[src/design/uaf_pkg.sv]
package uaf_pkg;

  // register file
  localparam int unsigned CFG_IDX_W = 1;
  localparam int unsigned RATE_W    = 19;

  typedef enum logic [CFG_IDX_W-1:0] {
    REG_HOST_RATE   = 1'b0,
    REG_OUTPUT_RATE = 1'b1
  } uaf_reg_e;

  localparam logic [RATE_W-1:0] HOST_RATE_RST   = 19'd44100;
  localparam logic [RATE_W-1:0] OUTPUT_RATE_RST = 19'd44100;

  // payload widths
  localparam int unsigned TICK_W  = 32;
  localparam int unsigned LEVEL_W = 11;
  localparam int unsigned FB_W    = 25;

  localparam int unsigned QUEUE_DEPTH = 1024;
  localparam int unsigned LEVEL_MAX   = (1 << LEVEL_W) - 1;
  localparam logic [LEVEL_W-1:0] LEVEL_CAP =
    LEVEL_W'((QUEUE_DEPTH < LEVEL_MAX) ? QUEUE_DEPTH : LEVEL_MAX);

  // datapath widths
  localparam int unsigned WHOLE_W = 10;  // host_rate / 1000
  localparam int unsigned FRAC_W  = 16;
  localparam int unsigned NOM_W   = WHOLE_W + FRAC_W;
  localparam int unsigned TGT_W   = 10;
  localparam int unsigned SPAN_W  = FRAC_W + 1;
  localparam int unsigned DIFF_W  = LEVEL_W;
  localparam int unsigned FBX_W   = 29;
  localparam int unsigned BOUND_W = NOM_W + 1;

  // reciprocal constants: ceil(2^29 / 1000), ceil(2^36 / 1000), 3 * ceil(2^32 / 2000)
  localparam int unsigned WHOLE_SHIFT  = 29;
  localparam int unsigned WHOLE_PROD_W = WHOLE_SHIFT + WHOLE_W;
  localparam logic [19:0] WHOLE_RCP    = 20'd536871;
  localparam int unsigned FRAC_SHIFT   = 20;
  localparam int unsigned FRAC_PROD_W  = FRAC_SHIFT + FRAC_W;
  localparam logic [26:0] FRAC_RCP     = 27'd68719477;
  localparam int unsigned TGT_SHIFT    = 32;
  localparam int unsigned TGT_PROD_W   = TGT_SHIFT + TGT_W;
  localparam logic [22:0] TGT_RCP      = 23'd6442452;

  localparam logic [RATE_W-1:0] RATE_PER_MS = 19'd1000;

  // divider for the step by the target level
  localparam int unsigned DIV_W = DIFF_W + SPAN_W;
  localparam int unsigned DVS_W = TGT_W;
  localparam int unsigned CNT_W = 5;

  localparam logic [CNT_W-1:0] STEPS_FB = CNT_W'(DIV_W);

  localparam logic [FBX_W-1:0] FB_SAT = FBX_W'((64'd1 << FB_W) - 64'd1);

  typedef struct packed {
    logic accept;
    logic calc_whole;
    logic calc_rem;
    logic calc_frac;
    logic calc_diff;
    logic calc_prod;
    logic div_start;
    logic capture;
    logic calc_adj;
    logic load_out;
  } uaf_cmd_t;

  typedef struct packed {
    logic fresh;
    logic div_busy;
    logic out_free;
  } uaf_sts_t;

endpackage

[src/design/uaf_div.sv]
module uaf_div (
  input  logic                       clk_i,
  input  logic                       rst_ni,
  input  logic                       start_i,
  input  logic [uaf_pkg::DIV_W-1:0]  dividend_i,
  input  logic [uaf_pkg::DVS_W-1:0]  divisor_i,
  input  logic [uaf_pkg::CNT_W-1:0]  steps_i,
  output logic                       busy_o,
  output logic [uaf_pkg::DIV_W-1:0]  quotient_o
);
  import uaf_pkg::*;

  logic [CNT_W-1:0] cnt_q, cnt_d;
  logic [DVS_W-1:0] rem_q, rem_d;
  logic [DIV_W-1:0] sh_q, sh_d;
  logic [DVS_W-1:0] dvs_q, dvs_d;
  logic [DVS_W:0]   part;
  logic [DVS_W:0]   trial;
  logic             ge;

  assign part  = {rem_q, sh_q[DIV_W-1]};
  assign ge    = part >= {1'b0, dvs_q};
  assign trial = part - {1'b0, dvs_q};

  always_comb begin
    cnt_d = cnt_q;
    rem_d = rem_q;
    sh_d  = sh_q;
    dvs_d = dvs_q;
    if (start_i) begin
      // high part of the dividend seeds the remainder, low bits get shifted through
      cnt_d = steps_i;
      rem_d = DVS_W'(dividend_i >> steps_i);
      sh_d  = dividend_i << (CNT_W'(DIV_W) - steps_i);
      dvs_d = divisor_i;
    end else if (cnt_q != '0) begin
      cnt_d = cnt_q - CNT_W'(1);
      rem_d = ge ? trial[DVS_W-1:0] : part[DVS_W-1:0];
      sh_d  = {sh_q[DIV_W-2:0], ge};
    end
  end

  always_ff @(posedge clk_i or negedge rst_ni) begin
    if (!rst_ni) begin
      cnt_q <= '0;
    end else begin
      cnt_q <= cnt_d;
    end
  end

  always_ff @(posedge clk_i) begin
    rem_q <= rem_d;
    sh_q  <= sh_d;
    dvs_q <= dvs_d;
  end

  assign busy_o     = cnt_q != '0;
  assign quotient_o = sh_q;

endmodule

[src/design/uaf_dp.sv]
module uaf_dp (
  input  logic                          clk_i,
  input  logic                          rst_ni,
  input  logic                          cfg_valid_i,
  input  logic [uaf_pkg::CFG_IDX_W-1:0] cfg_index_i,
  input  logic [uaf_pkg::RATE_W-1:0]    cfg_wdata_i,
  input  logic                          packet_ready_i,
  input  logic [uaf_pkg::TICK_W-1:0]    now_ms_i,
  input  logic [uaf_pkg::LEVEL_W-1:0]   queue_level_i,
  input  uaf_pkg::uaf_cmd_t             cmd_i,
  output uaf_pkg::uaf_sts_t             sts_o,
  input  logic                          out_stall_i,
  output logic                          out_valid_o,
  output logic [uaf_pkg::FB_W-1:0]      feedback_o
);
  import uaf_pkg::*;

  logic [RATE_W-1:0]  host_rate_q;
  logic [RATE_W-1:0]  output_rate_q;
  logic [TICK_W-1:0]  last_tick_q;
  logic               out_valid_q;
  logic [FB_W-1:0]    feedback_q;

  logic [LEVEL_W-1:0] level_q;
  logic [WHOLE_W-1:0] whole_q;
  logic [WHOLE_W-1:0] rem_q;
  logic [FRAC_W-1:0]  frac_q;
  logic [TGT_W-1:0]   tgt_q;
  logic               up_q;
  logic [DIFF_W-1:0]  diff_q;
  logic [SPAN_W-1:0]  span_q;
  logic [DIV_W-1:0]   prod_q;
  logic [DIV_W-1:0]   delta_q;
  logic [FBX_W-1:0]   fb_q;

  logic               div_busy;
  logic [DIV_W-1:0]   div_quo;

  logic [WHOLE_PROD_W-1:0] whole_prod;
  logic [TGT_PROD_W-1:0]   tgt_prod;
  logic [TGT_W-1:0]        tgt_raw;
  logic [RATE_W-1:0]       rem_full;
  logic [FRAC_PROD_W-1:0]  frac_prod;

  logic               fresh;
  logic [LEVEL_W-1:0] level_sat;
  logic [LEVEL_W-1:0] tgt_ext;
  logic               up;
  logic [SPAN_W-1:0]  span_up;
  logic [SPAN_W-1:0]  span_dn;
  logic [FBX_W-1:0]   nom_x;
  logic [FBX_W-1:0]   delta_x;
  logic [FBX_W-1:0]   fmax_x;
  logic [FBX_W-1:0]   fmin_x;
  logic [FBX_W-1:0]   fb_hi;
  logic [FBX_W-1:0]   fb_lo;
  logic [FB_W-1:0]    fb_out;
  logic               out_free;

  assign fresh     = packet_ready_i && (now_ms_i != last_tick_q);
  assign level_sat = (queue_level_i > LEVEL_CAP) ? LEVEL_CAP : queue_level_i;
  assign out_free  = !out_valid_q || !out_stall_i;

  always_comb begin
    sts_o          = '0;
    sts_o.fresh    = fresh;
    sts_o.div_busy = div_busy;
    sts_o.out_free = out_free;
  end

  // division by 1000 and 2000 through scaled reciprocals, exact over the 19-bit rates
  assign whole_prod = WHOLE_PROD_W'(host_rate_q) * WHOLE_PROD_W'(WHOLE_RCP);
  assign tgt_prod   = TGT_PROD_W'(output_rate_q) * TGT_PROD_W'(TGT_RCP);
  assign tgt_raw    = tgt_prod[TGT_SHIFT +: TGT_W];
  assign rem_full   = host_rate_q - RATE_W'(whole_q) * RATE_PER_MS;
  assign frac_prod  = FRAC_PROD_W'(rem_q) * FRAC_PROD_W'(FRAC_RCP);

  uaf_div u_div (
    .clk_i       (clk_i),
    .rst_ni      (rst_ni),
    .start_i     (cmd_i.div_start),
    .dividend_i  (prod_q),
    .divisor_i   (tgt_q),
    .steps_i     (STEPS_FB),
    .busy_o      (div_busy),
    .quotient_o  (div_quo)
  );

  assign tgt_ext = LEVEL_W'(tgt_q);
  assign up      = tgt_ext > level_q;
  // nominal sits inside [fmin, fmax] and both distances come from the fraction
  assign span_up = {1'b1, {FRAC_W{1'b0}}} - SPAN_W'(frac_q);
  always_comb begin
    if (host_rate_q == '0) begin
      span_dn = '0;
    end else if (rem_q == '0) begin
      span_dn = {1'b1, {FRAC_W{1'b0}}};
    end else begin
      span_dn = SPAN_W'(frac_q);
    end
  end

  assign nom_x   = FBX_W'({whole_q, frac_q});
  assign delta_x = FBX_W'(delta_q);
  assign fmax_x  = FBX_W'({(WHOLE_W + 1)'(whole_q) + (WHOLE_W + 1)'(1), {FRAC_W{1'b0}}});

  always_comb begin
    if (host_rate_q == '0) begin
      fmin_x = '0;
    end else if (rem_q != '0) begin
      fmin_x = FBX_W'({whole_q, {FRAC_W{1'b0}}});
    end else begin
      fmin_x = FBX_W'({whole_q - WHOLE_W'(1), {FRAC_W{1'b0}}});
    end
  end

  assign fb_hi  = (fb_q > fmax_x) ? fmax_x : fb_q;
  assign fb_lo  = (fb_hi < fmin_x) ? fmin_x : fb_hi;
  assign fb_out = (fb_lo > FB_SAT) ? FB_SAT[FB_W-1:0] : fb_lo[FB_W-1:0];

  always_ff @(posedge clk_i or negedge rst_ni) begin
    if (!rst_ni) begin
      host_rate_q   <= HOST_RATE_RST;
      output_rate_q <= OUTPUT_RATE_RST;
      last_tick_q   <= '0;
      out_valid_q   <= 1'b0;
    end else begin
      if (cfg_valid_i) begin
        unique case (uaf_reg_e'(cfg_index_i))
          REG_HOST_RATE:   host_rate_q   <= cfg_wdata_i;
          REG_OUTPUT_RATE: output_rate_q <= cfg_wdata_i;
          default:         host_rate_q   <= host_rate_q;
        endcase
      end
      if (cmd_i.accept && fresh) begin
        last_tick_q <= now_ms_i;
      end
      if (cmd_i.load_out) begin
        out_valid_q <= 1'b1;
      end else if (!out_stall_i) begin
        out_valid_q <= 1'b0;
      end
    end
  end

  always_ff @(posedge clk_i) begin
    if (cmd_i.accept && fresh) begin
      level_q <= level_sat;
    end
    if (cmd_i.calc_whole) begin
      whole_q <= whole_prod[WHOLE_SHIFT +: WHOLE_W];
      // a target below one sample is taken as one
      tgt_q   <= (tgt_raw == '0) ? TGT_W'(1) : tgt_raw;
    end
    if (cmd_i.calc_rem) begin
      rem_q <= rem_full[WHOLE_W-1:0];
    end
    if (cmd_i.calc_frac) begin
      frac_q <= frac_prod[FRAC_SHIFT +: FRAC_W];
    end
    if (cmd_i.capture) begin
      delta_q <= div_quo;
    end
    if (cmd_i.calc_diff) begin
      up_q   <= up;
      diff_q <= up ? (tgt_ext - level_q) : (level_q - tgt_ext);
      span_q <= up ? span_up : span_dn;
    end
    if (cmd_i.calc_prod) begin
      prod_q <= {{(DIV_W - DIFF_W){1'b0}}, diff_q} * {{(DIV_W - SPAN_W){1'b0}}, span_q};
    end
    if (cmd_i.calc_adj) begin
      if (up_q) begin
        fb_q <= nom_x + delta_x;
      end else begin
        fb_q <= (delta_x > nom_x) ? '0 : (nom_x - delta_x);
      end
    end
    if (cmd_i.load_out) begin
      feedback_q <= fb_out;
    end
  end

  assign out_valid_o = out_valid_q;
  assign feedback_o  = feedback_q;

endmodule

[src/design/uaf_ctrl.sv]
module uaf_ctrl (
  input  logic              clk_i,
  input  logic              rst_ni,
  input  logic              in_valid_i,
  output logic              in_stall_o,
  input  uaf_pkg::uaf_sts_t sts_i,
  output uaf_pkg::uaf_cmd_t cmd_o
);
  import uaf_pkg::*;

  typedef enum logic [3:0] {
    ST_IDLE,
    ST_WHOLE,
    ST_REM,
    ST_FRAC,
    ST_DIFF,
    ST_MUL,
    ST_DIV_GO,
    ST_DIV_WAIT,
    ST_ADJ,
    ST_OUT
  } state_e;

  state_e state_q;

  always_ff @(posedge clk_i or negedge rst_ni) begin
    if (!rst_ni) begin
      state_q <= ST_IDLE;
    end else begin
      unique case (state_q)
        ST_IDLE: begin
          if (in_valid_i && sts_i.fresh) begin
            state_q <= ST_WHOLE;
          end
        end
        ST_WHOLE:  state_q <= ST_REM;
        ST_REM:    state_q <= ST_FRAC;
        ST_FRAC:   state_q <= ST_DIFF;
        ST_DIFF:   state_q <= ST_MUL;
        ST_MUL:    state_q <= ST_DIV_GO;
        ST_DIV_GO: state_q <= ST_DIV_WAIT;
        ST_DIV_WAIT: begin
          if (!sts_i.div_busy) begin
            state_q <= ST_ADJ;
          end
        end
        ST_ADJ: state_q <= ST_OUT;
        ST_OUT: begin
          if (sts_i.out_free) begin
            state_q <= ST_IDLE;
          end
        end
        default: state_q <= ST_IDLE;
      endcase
    end
  end

  always_comb begin
    cmd_o            = '0;
    cmd_o.accept     = (state_q == ST_IDLE) && in_valid_i;
    cmd_o.calc_whole = state_q == ST_WHOLE;
    cmd_o.calc_rem   = state_q == ST_REM;
    cmd_o.calc_frac  = state_q == ST_FRAC;
    cmd_o.calc_diff  = state_q == ST_DIFF;
    cmd_o.calc_prod  = state_q == ST_MUL;
    cmd_o.div_start  = state_q == ST_DIV_GO;
    cmd_o.capture    = (state_q == ST_DIV_WAIT) && !sts_i.div_busy;
    cmd_o.calc_adj   = state_q == ST_ADJ;
    cmd_o.load_out   = (state_q == ST_OUT) && sts_i.out_free;
  end

  assign in_stall_o = state_q != ST_IDLE;

endmodule

[src/design/usb_audio_async_feedback_core.sv]
// channel  direction  handshake                  payload
// -------  ---------  -------------------------  ----------------------------------------
// in       request    in_valid_i / in_stall_o    packet_ready_i, now_ms_i, queue_level_i
// out      result     out_valid_o / out_stall_i  feedback_o
// cfg      write      cfg_valid_i / cfg_ready_o  cfg_index_i, cfg_wdata_i
//
// a request that yields a result stalls the input through five setup steps, the
// bit-serial divider (28 steps), then adjust and load
// a request with no packet or with the same tick as the last accepted one
// is dropped and does not stall the input
// a stalled output holds the next result in the load step until the register frees
// reset is asynchronous and restores both rates to 44100 and the last tick to zero;
// config writes are always taken (ready tied high)
module usb_audio_async_feedback_core (
  input  logic                          clk_i,
  input  logic                          rst_ni,
  input  logic                          cfg_valid_i,
  output logic                          cfg_ready_o,
  input  logic [uaf_pkg::CFG_IDX_W-1:0] cfg_index_i,
  input  logic [uaf_pkg::RATE_W-1:0]    cfg_wdata_i,
  input  logic                          in_valid_i,
  output logic                          in_stall_o,
  input  logic                          packet_ready_i,
  input  logic [uaf_pkg::TICK_W-1:0]    now_ms_i,
  input  logic [uaf_pkg::LEVEL_W-1:0]   queue_level_i,
  output logic                          out_valid_o,
  input  logic                          out_stall_i,
  output logic [uaf_pkg::FB_W-1:0]      feedback_o
);
  import uaf_pkg::*;

  uaf_cmd_t cmd;
  uaf_sts_t sts;

  assign cfg_ready_o = 1'b1;

  uaf_ctrl u_ctrl (
    .clk_i      (clk_i),
    .rst_ni     (rst_ni),
    .in_valid_i (in_valid_i),
    .in_stall_o (in_stall_o),
    .sts_i      (sts),
    .cmd_o      (cmd)
  );

  uaf_dp u_dp (
    .clk_i          (clk_i),
    .rst_ni         (rst_ni),
    .cfg_valid_i    (cfg_valid_i),
    .cfg_index_i    (cfg_index_i),
    .cfg_wdata_i    (cfg_wdata_i),
    .packet_ready_i (packet_ready_i),
    .now_ms_i       (now_ms_i),
    .queue_level_i  (queue_level_i),
    .cmd_i          (cmd),
    .sts_o          (sts),
    .out_stall_i    (out_stall_i),
    .out_valid_o    (out_valid_o),
    .feedback_o     (feedback_o)
  );

  // a fresh packet starts the computation and blocks further requests
  a_fresh_busy: assert property (@(posedge clk_i) disable iff (!rst_ni)
    (in_valid_i && !in_stall_o && sts.fresh) |=> in_stall_o)
    else $error("fresh packet did not start a computation");

  // a dropped request leaves the block free
  a_drop_idle: assert property (@(posedge clk_i) disable iff (!rst_ni)
    (in_valid_i && !in_stall_o && !sts.fresh) |=> !in_stall_o)
    else $error("dropped request stalled the input");

  a_div_start: assert property (@(posedge clk_i) disable iff (!rst_ni)
    cmd.div_start |-> !sts.div_busy)
    else $error("divider started while busy");

  a_out_load: assert property (@(posedge clk_i) disable iff (!rst_ni)
    $rose(out_valid_o) |-> $past(cmd.load_out))
    else $error("result appeared without a load");

endmodule
[config.mk]
export PLATFORM = sky130hd
export DESIGN_NAME = usb_audio_async_feedback_core
export DESIGN_NICKNAME = d
export VERILOG_FILES = /design/src/design/uaf_pkg.sv /design/src/design/uaf_div.sv /design/src/design/uaf_dp.sv /design/src/design/uaf_ctrl.sv /design/src/design/usb_audio_async_feedback_core.sv
export SDC_FILE = /design/constraint.sdc
export NUM_CORES = 2
export LEC_CHECK = 0
export ABC_AREA = 1
export BUFFER_PORTS_ARGS = -buffer_cell sky130_fd_sc_hd__buf_2
export CAP_MARGIN = 20
export CELL_PAD_IN_SITES_DETAIL_PLACEMENT = 2
export CELL_PAD_IN_SITES_GLOBAL_PLACEMENT = 2
export CORE_MARGIN = 5
export CORE_UTILIZATION = 31
export CTS_CLUSTER_SIZE = 20
export DETAILED_ROUTE_END_ITERATION = 10
export PLACE_DENSITY = 0.71
export SETUP_SLACK_MARGIN = 0.02
export SYNTH_ARGS = -nofsm -noshare
export SYNTH_HDL_FRONTEND = slang
export SYNTH_SLANG_ARGS = --single-unit
[constraint.sdc]
create_clock -name clk_i -period 5.4 [get_ports clk_i]
set_clock_uncertainty 0.15 [all_clocks]
set_input_delay 0.81 -clock clk_i [delete_from_list [all_inputs] [get_ports clk_i]]
set_output_delay 0.81 -clock clk_i [all_outputs]
set_load 0.005 [all_outputs]
* After elaboration in Yosys (flattened, before gate mapping)
Cells that the tools add are included.
** Storage, ports and cells
- Bits in registers :: 324
- Bits of input ports :: 69
- Logic and storage cells :: 100
** Cells by class
- Multipliers :: 5
- Multiplexer cells :: 21
- Add/subtract/negate cells :: 10
- Bitwise gates (word level) :: 1
- Reduce and logical (&&, ||, !) cells :: 21
- Order comparisons :: 7
- Equal/unequal tests :: 14
** Operator list (count)
- two-way mux 29 bit :: 5
- two-way mux 28 bit :: 2
- two-way mux 17 bit :: 3
- multiplier 19 x 21 -> 40 bit (second input constant) :: 1
- one-hot mux 4 bit (10 select lines) :: 1
- multiplier 19 x 20 -> 39 bit (second input constant) :: 1
- multiplier 10 x 27 -> 36 bit (second input constant) :: 1
- != test 32 bit :: 1
- adder 26 x 28 -> 29 bit :: 1
- > comparator 29 x 25 -> 1 bit (second input constant) :: 1
- > comparator 29 x 27 -> 1 bit :: 1
- less-than comparator 29 bit :: 1
- subtractor 26 x 28 -> 29 bit :: 1
- > comparator 28 x 26 -> 1 bit :: 1
- multiplier 11 x 17 -> 28 bit :: 1
- two-way mux 26 bit :: 1
- logical NOT 10 bit :: 2
- subtractor 10 bit :: 2
- logical NOT 19 bit :: 1
- subtractor 17 x 16 -> 17 bit (first input constant) :: 1
- == test 4 x 3 -> 1 bit (second input constant) :: 4
- two-way mux 4 bit :: 3
- adder 10 x 1 -> 11 bit (second input constant) :: 1
- >= comparator 11 x 10 -> 1 bit :: 1
- 27 further kinds :: 41

* Depth between registers and ports, before layout
- Depth after elaboration :: 6
- Mapped depth :: 31

* Modules after synthesis
Synthesis repeated with hierarchy kept, for this count alone.
** Second synthesis, totals
- Cell total of the unflattened synthesis :: 5503
- Area total of the unflattened synthesis :: 44179.9 µm²
** By module, submodules not included
- uaf_dp :: cells each 4630, area an instance 38595.8 µm², seq. area each 7677.4 µm², times used 1
- uaf_div :: cells each 820, area an instance 5238.8 µm², seq. area each 1566.5 µm², times used 1
- uaf_ctrl :: cells each 51, area an instance 334.1 µm², seq. area each 100.1 µm², times used 1
- usb_audio_async_feedback_core :: cells each 2, area an instance 11.3 µm², seq. area each 0.0 µm², times used 1

* Least setup slack after synthesis
Ideal clock, no wire load.
- Kind :: register to register
- Start :: register u_dp.diff_q[7]
- End :: register u_dp.prod_q[24], data pin
- Period minus slack after synthesis :: 5331 ps
- Setup slack :: 69 ps
- Buffers on the path :: 2
- Required time :: 4998 ps
- Stages on the path, launching flop included :: 22
- Arrival :: 4929 ps
- Cells stage by stage :: edfxtp_1 clkbuf_1 clkbuf_1 nand2_1 fa_1 fa_1 inv_1 fa_1 inv_1 fa_1 inv_1 fa_1 ha_1 nand2_1 nor3_1 nand2_1 o21ai_1 a21oi_1 o21ai_1 nand2_1 nand3_1 nand2_1
** On the way
- Longest elaborated chain between the ends :: 1
** RTL lines
- start: declaration :: RTL line uaf_dp.sv:30 : logic [DIFF_W-1:0] diff_q;
- start signal: assignment :: RTL line uaf_dp.sv:166 : diff_q <= up ? (tgt_ext - level_q) : (level_q - tgt_ext);
- multiplier 11 x 17 -> 28 bit :: RTL line uaf_dp.sv:170 : prod_q <= {{(DIV_W - DIFF_W){1'b0}}, diff_q} * {{(DIV_W - SPAN_W){1'b0}}, span_q};
- end signal: assignment :: RTL line uaf_dp.sv:170
- end: declaration :: RTL line uaf_dp.sv:32 : logic [DIV_W-1:0] prod_q;
No other way between the ends.
A chain may end at the register's enable or synchronous reset.

* Final worst setup path
- Start :: register u_dp.output_rate_q[18]
- End :: register u_dp.tgt_q[0], data pin
** On the way
- Longest elaborated chain between the ends :: 2
** RTL lines
- start: declaration :: RTL line uaf_dp.sv:19 : logic [RATE_W-1:0] output_rate_q;
- start signal: assignment :: RTL line uaf_dp.sv:131 : REG_OUTPUT_RATE: output_rate_q <= cfg_wdata_i;
- multiplier 19 x 21 -> 40 bit (*) :: RTL line uaf_dp.sv:73 : assign tgt_prod = TGT_PROD_W'(output_rate_q) * TGT_PROD_W'(TGT_RCP);
- logical NOT 10 bit :: RTL line uaf_dp.sv:153 : tgt_q <= (tgt_raw == '0) ? TGT_W'(1) : tgt_raw;
- end signal: assignment :: RTL line uaf_dp.sv:153
- end: declaration :: RTL line uaf_dp.sv:28 : logic [TGT_W-1:0] tgt_q;
Every way passes the cells marked *; elsewhere a longest branch is shown, timed or not.

==> impl_metrics.yaml <==
sta:
  final.period_utilization_pct: 103
  final.setup.tns_ns: -0.244
  min_period_ns: 5.55
  tightest_slew_ns: 0.835
  setup_repair_after_global_routing_missed_its_margin: "yes"
  worst_rel_slew_slack_pct: 44.3
  slew_viol_final: 0
  final-hold-violation-count: 0
  finalWorstSetupSlack_ns: -0.150
  setup_viol_count_final: 3
  achievable_freq_mhz: 180
die:
  design.core.area_um2: 134000
  number_of_core_rows: 134
  start_util_pct: 31.2
  die_area_um2: 142000
  die_height_um: 377
  floorplan.die.width_um: 377
  top_ports: 97
grt:
  grt_first_pass_wirelength_mm: 229
  vias_in_the_first_global_route: 40300
  grt_max_degree: 44
  track_usage_pct: 20.5
  overflow: 0
  grt_antenna_before_repair: 7
finish:
  filler_cell_count: 15000
  layout-area-overhead-vs-synth_pct: 18.6
  postLayoutCoreUtil_pct: 37.0
  final_net_count: 6498
  final_layout_size_suffix_gt1_share_pct: 15.3
placed_design:
  routability_congestion_estimate: 0.886
  pre_cts_ws_ns: -0.414
  buffer_ports.inserted: 95
  post-dp-hpwl_mm: 124
detailed_routing:
  num_vias: 35100
  antenna_left: 0
  drt-total-wl_mm: 150
  post_drt_wl_per_cell_um: 20.9
  drt_first_pass_iters: 5
  dr.first_iter.drc_count: 1315
  viasPerCell: 4.89
  drc_errors: 0
synthesis:
  ys_types: 62
  post_synth_instance_area_um2: 41800
  synth_top_family_by_area: "adder cells"
  ys_dominant_reg_cell: "sky130_fd_sc_hd__edfxtp_1"
  sequential_cell_area_fraction_in_the_yosys_report_pct: 22.1
  compound_cell_area_share_of_the_yosys_netlist_pct: 8.88
  syn_inst: 5018
  synthesis.nets: 6143
  synthesis.yosys.warnings: 0
  synth-adder-area-share_pct: 39.0
  synth_simple_gate_area_share_pct: 15.8
  synth_xor_area_share_pct: 2.58
  synth.ff_latch_count: 324
  post_synthesis_area_per_instance_um2: 8.32
  synth-edff-count: 234
  synthMuxAreaShare_pct: 0.120
  asyncSetResetFlopFracSynth_pct: 24.7
run:
  max_cap_violations: 0
critical_path:
  worst_ep_arrival_time_ns: 5.89
  worst_setup_path_end_kind: "flop"
  critical_path_required_ns: 5.74
  critPathMaxFanout: 4
  start_kind: "flop"
  critical_path_class: "flop to flop"
clock_tree:
  clkLatencyLatePin_ns: 0.63
  cts.sink_count: 324
  worst_setup_hold_path_clk_slew_ns: 0.06
  clock_tree.htree_level_count: 2
  cell_chosen_for_the_clock_root: "sky130_fd_sc_hd__clkbuf_16"
  cts_made_buffers: 46
  clock_tree_from_tritoncts: "yes"
  clock_tree.buffer_depth: 3
  ctsHoldBuffers: 0
status:
  failing_checks: "negative setup slack"
  run_status: "complete, but fails checks"
hold_path:
  worst_hold_path_type: "input pin to asynchronous set/reset pin"
[cell type report]
type                    count  area [um2]  share of cell area (%)
diodes                      1        2.50                 0.00505
multi-input cells        3446       29100                    58.7
clock buffers              54        1200                    2.43
repair buffers            401        3020                    6.10
well taps                1768        2210                    4.47
inverters                1154        4340                    8.77
flip-flops and latches    324        9260                    18.7
clock inverters            32         399                   0.806
[state kept, by name, summed over array words and instances, names as in the netlist, 17 cells and up]
| signal | count |
|---|---|
| u_dp.last_tick_q | 32 |
| u_dp.fb_q | 29 |
| u_dp.delta_q | 28 |
| u_dp.prod_q | 28 |
| u_dp.u_div.quotient_o | 28 |
| u_dp.feedback_o | 25 |
| u_dp.host_rate_q | 19 |
| u_dp.output_rate_q | 19 |
| u_dp.span_q | 17 |
[kinds of logic (layout without fill, tap and decap cells)]
family                     after synthesis  after routing
xor gates and xnor gates               123            123
DFF                                    324            324
AOI/OAI and AO/OA                      666            666
buffers and inverters                 1248           1641
muxes                                    5              5
other                                    1              2
and+or+nand+nor                       1595           1595
adders and majority gates             1056           1056
[stage by stage]
stage	hold WS, ns	cells	instance area (um2)
after detailed placement	0.289	7036	46000
after global routing	0.170	7180	49500
after floorplan	0.277	5018	41800
after CTS	0.132	7130	48300
final	0.147	7180	49500
after global placement	0.288	7036	46000
[synthesized netlist by cell type (6+ instances only)]
| master | n | area, um2 |
|---|---|---|
| sky130_fd_sc_hd__a221oi_1 | 6 | 52.6 |
| sky130_fd_sc_hd__nor4_1 | 14 | 87.6 |
| sky130_fd_sc_hd__a31oi_1 | 26 | 163 |
| sky130_fd_sc_hd__o22ai_1 | 10 | 62.6 |
| sky130_fd_sc_hd__nand2_2 | 25 | 156 |
| sky130_fd_sc_hd__a21oi_1 | 251 | 1260 |
| sky130_fd_sc_hd__ha_1 | 646 | 8080 |
| sky130_fd_sc_hd__xnor2_1 | 51 | 447 |
| sky130_fd_sc_hd__edfxtp_1 | 234 | 7030 |
| sky130_fd_sc_hd__o31ai_1 | 8 | 60.1 |
| sky130_fd_sc_hd__nor3_1 | 39 | 195 |
| sky130_fd_sc_hd__fa_1 | 410 | 8210 |
| sky130_fd_sc_hd__nand3b_1 | 11 | 82.6 |
| sky130_fd_sc_hd__or2_2 | 17 | 106 |
| sky130_fd_sc_hd__o21ai_0 | 248 | 1240 |
| sky130_fd_sc_hd__o2111ai_1 | 8 | 70.1 |
| sky130_fd_sc_hd__buf_2 | 22 | 110 |
| sky130_fd_sc_hd__o21a_1 | 11 | 82.6 |
| sky130_fd_sc_hd__a21o_1 | 27 | 203 |
| sky130_fd_sc_hd__o211ai_1 | 10 | 75.1 |
| sky130_fd_sc_hd__clkbuf_1 | 64 | 240 |
| sky130_fd_sc_hd__nand3_1 | 148 | 741 |
| sky130_fd_sc_hd__dfstp_2 | 12 | 315 |
| sky130_fd_sc_hd__inv_1 | 1146 | 4300 |
| sky130_fd_sc_hd__a211oi_1 | 7 | 52.6 |
| sky130_fd_sc_hd__nand2_1 | 988 | 3710 |
| sky130_fd_sc_hd__nor2_1 | 284 | 1070 |
| sky130_fd_sc_hd__inv_2 | 6 | 22.5 |
| sky130_fd_sc_hd__o21bai_1 | 21 | 158 |
| sky130_fd_sc_hd__dfrtp_1 | 68 | 1700 |
| sky130_fd_sc_hd__xor2_1 | 72 | 631 |
| sky130_fd_sc_hd__nand4_1 | 46 | 288 |
| sky130_fd_sc_hd__o21ai_1 | 12 | 60.1 |
| sky130_fd_sc_hd__dfxtp_1 | 10 | 200 |
[placed cells by master (no fill, tap or decap), types with 11 or more instances in the layout]
| master | n |
|---|---|
| sky130_fd_sc_hd__nand2_2 | 55 |
| sky130_fd_sc_hd__clkinv_2 | 12 |
| sky130_fd_sc_hd__buf_12 | 12 |
| sky130_fd_sc_hd__ha_1 | 600 |
| sky130_fd_sc_hd__o21a_1 | 11 |
| sky130_fd_sc_hd__buf_6 | 20 |
| sky130_fd_sc_hd__a21oi_1 | 207 |
| sky130_fd_sc_hd__dfrtp_1 | 58 |
| sky130_fd_sc_hd__ha_4 | 38 |
| sky130_fd_sc_hd__nand3b_1 | 11 |
| sky130_fd_sc_hd__inv_1 | 1117 |
| sky130_fd_sc_hd__nor2_2 | 24 |
| sky130_fd_sc_hd__nor3_1 | 32 |
| sky130_fd_sc_hd__a31oi_1 | 24 |
| sky130_fd_sc_hd__xor2_1 | 72 |
| sky130_fd_sc_hd__o21ai_1 | 27 |
| sky130_fd_sc_hd__nand3_1 | 142 |
| sky130_fd_sc_hd__nand4_1 | 46 |
| sky130_fd_sc_hd__a21oi_2 | 38 |
| sky130_fd_sc_hd__fa_1 | 380 |
| sky130_fd_sc_hd__nand2_1 | 946 |
| sky130_fd_sc_hd__o21bai_1 | 20 |
| sky130_fd_sc_hd__or2_2 | 17 |
| sky130_fd_sc_hd__clkbuf_16 | 47 |
| sky130_fd_sc_hd__nand2_4 | 12 |
| sky130_fd_sc_hd__edfxtp_1 | 234 |
| sky130_fd_sc_hd__fa_2 | 30 |
| sky130_fd_sc_hd__xnor2_1 | 51 |
| sky130_fd_sc_hd__buf_2 | 95 |
| sky130_fd_sc_hd__nor2_1 | 250 |
| sky130_fd_sc_hd__nor2_4 | 15 |
| sky130_fd_sc_hd__buf_4 | 273 |
| sky130_fd_sc_hd__o21ai_2 | 12 |
| sky130_fd_sc_hd__dfstp_2 | 12 |
| sky130_fd_sc_hd__nand3_2 | 11 |
| sky130_fd_sc_hd__a21o_1 | 27 |
| sky130_fd_sc_hd__o21ai_0 | 220 |
| sky130_fd_sc_hd__inv_2 | 34 |
[final timing paths]
path                                     startpoint                   end  slack [ns]  depth (start not counted)
setup / recovery             u_dp.output_rate_q[18]         u_dp.tgt_q[0]       -0.15                         21
hold / removal                               rst_ni  u_dp.last_tick_q[10]        0.15                          1
setup reg to reg             u_dp.output_rate_q[18]         u_dp.tgt_q[0]       -0.15                         21
hold reg to reg            u_dp.u_div.quotient_o[6]       u_dp.delta_q[6]        0.31                          0
max in group asynchronous                    rst_ni  u_dp.host_rate_q[18]        3.86                          2
min in group clk_i                queue_level_i[10]      u_dp.level_q[10]        0.27                          1
[critical path, cell delays in order (launching register included)]
cell	delay (ns)
sky130_fd_sc_hd__dfrtp_2	0.46
sky130_fd_sc_hd__fa_2	0.61
sky130_fd_sc_hd__inv_2	0.06
sky130_fd_sc_hd__fa_2	0.47
sky130_fd_sc_hd__fa_1	0.42
sky130_fd_sc_hd__fa_2	0.61
sky130_fd_sc_hd__fa_2	0.48
sky130_fd_sc_hd__fa_1	0.51
sky130_fd_sc_hd__inv_1	0.08
sky130_fd_sc_hd__ha_4	0.32
sky130_fd_sc_hd__nand2_4	0.08
sky130_fd_sc_hd__nor2_4	0.14
sky130_fd_sc_hd__inv_1	0.10
sky130_fd_sc_hd__nor4_4	0.28
sky130_fd_sc_hd__nand2_2	0.11
sky130_fd_sc_hd__nand2_1	0.08
sky130_fd_sc_hd__nand2_1	0.06
sky130_fd_sc_hd__nand2_2	0.07
sky130_fd_sc_hd__nand3_1	0.07
sky130_fd_sc_hd__nor2_1	0.11
sky130_fd_sc_hd__nand2_1	0.06
sky130_fd_sc_hd__nand2_1	0.06
[layer usage]
layer | GRT usage, % | up-vias | part of all wire (%)
li1 | - | 16600 | -
met2 | 38.2 | 393 | 52
met4 | 4.72 | 0 | 2.5
met5 | 0 | - | 0
met3 | 2.16 | 169 | 2.5
met1 | 25.3 | 18000 | 43
[repair_timing]
| action | in CTS | in global routing |
|---|---|---|
| pin swaps | 54 | 130 |
| endpoints found under the setup margin | 26 | 70 |
| gates cloned | 0 | 2 |
| resized for setup | 133 | 223 |
| setup buffers | 8 | 46 |
Power is left out: the tool's default activity adds up to more than one toggle a clock period on the data nets, which glitch-free logic cannot reach.
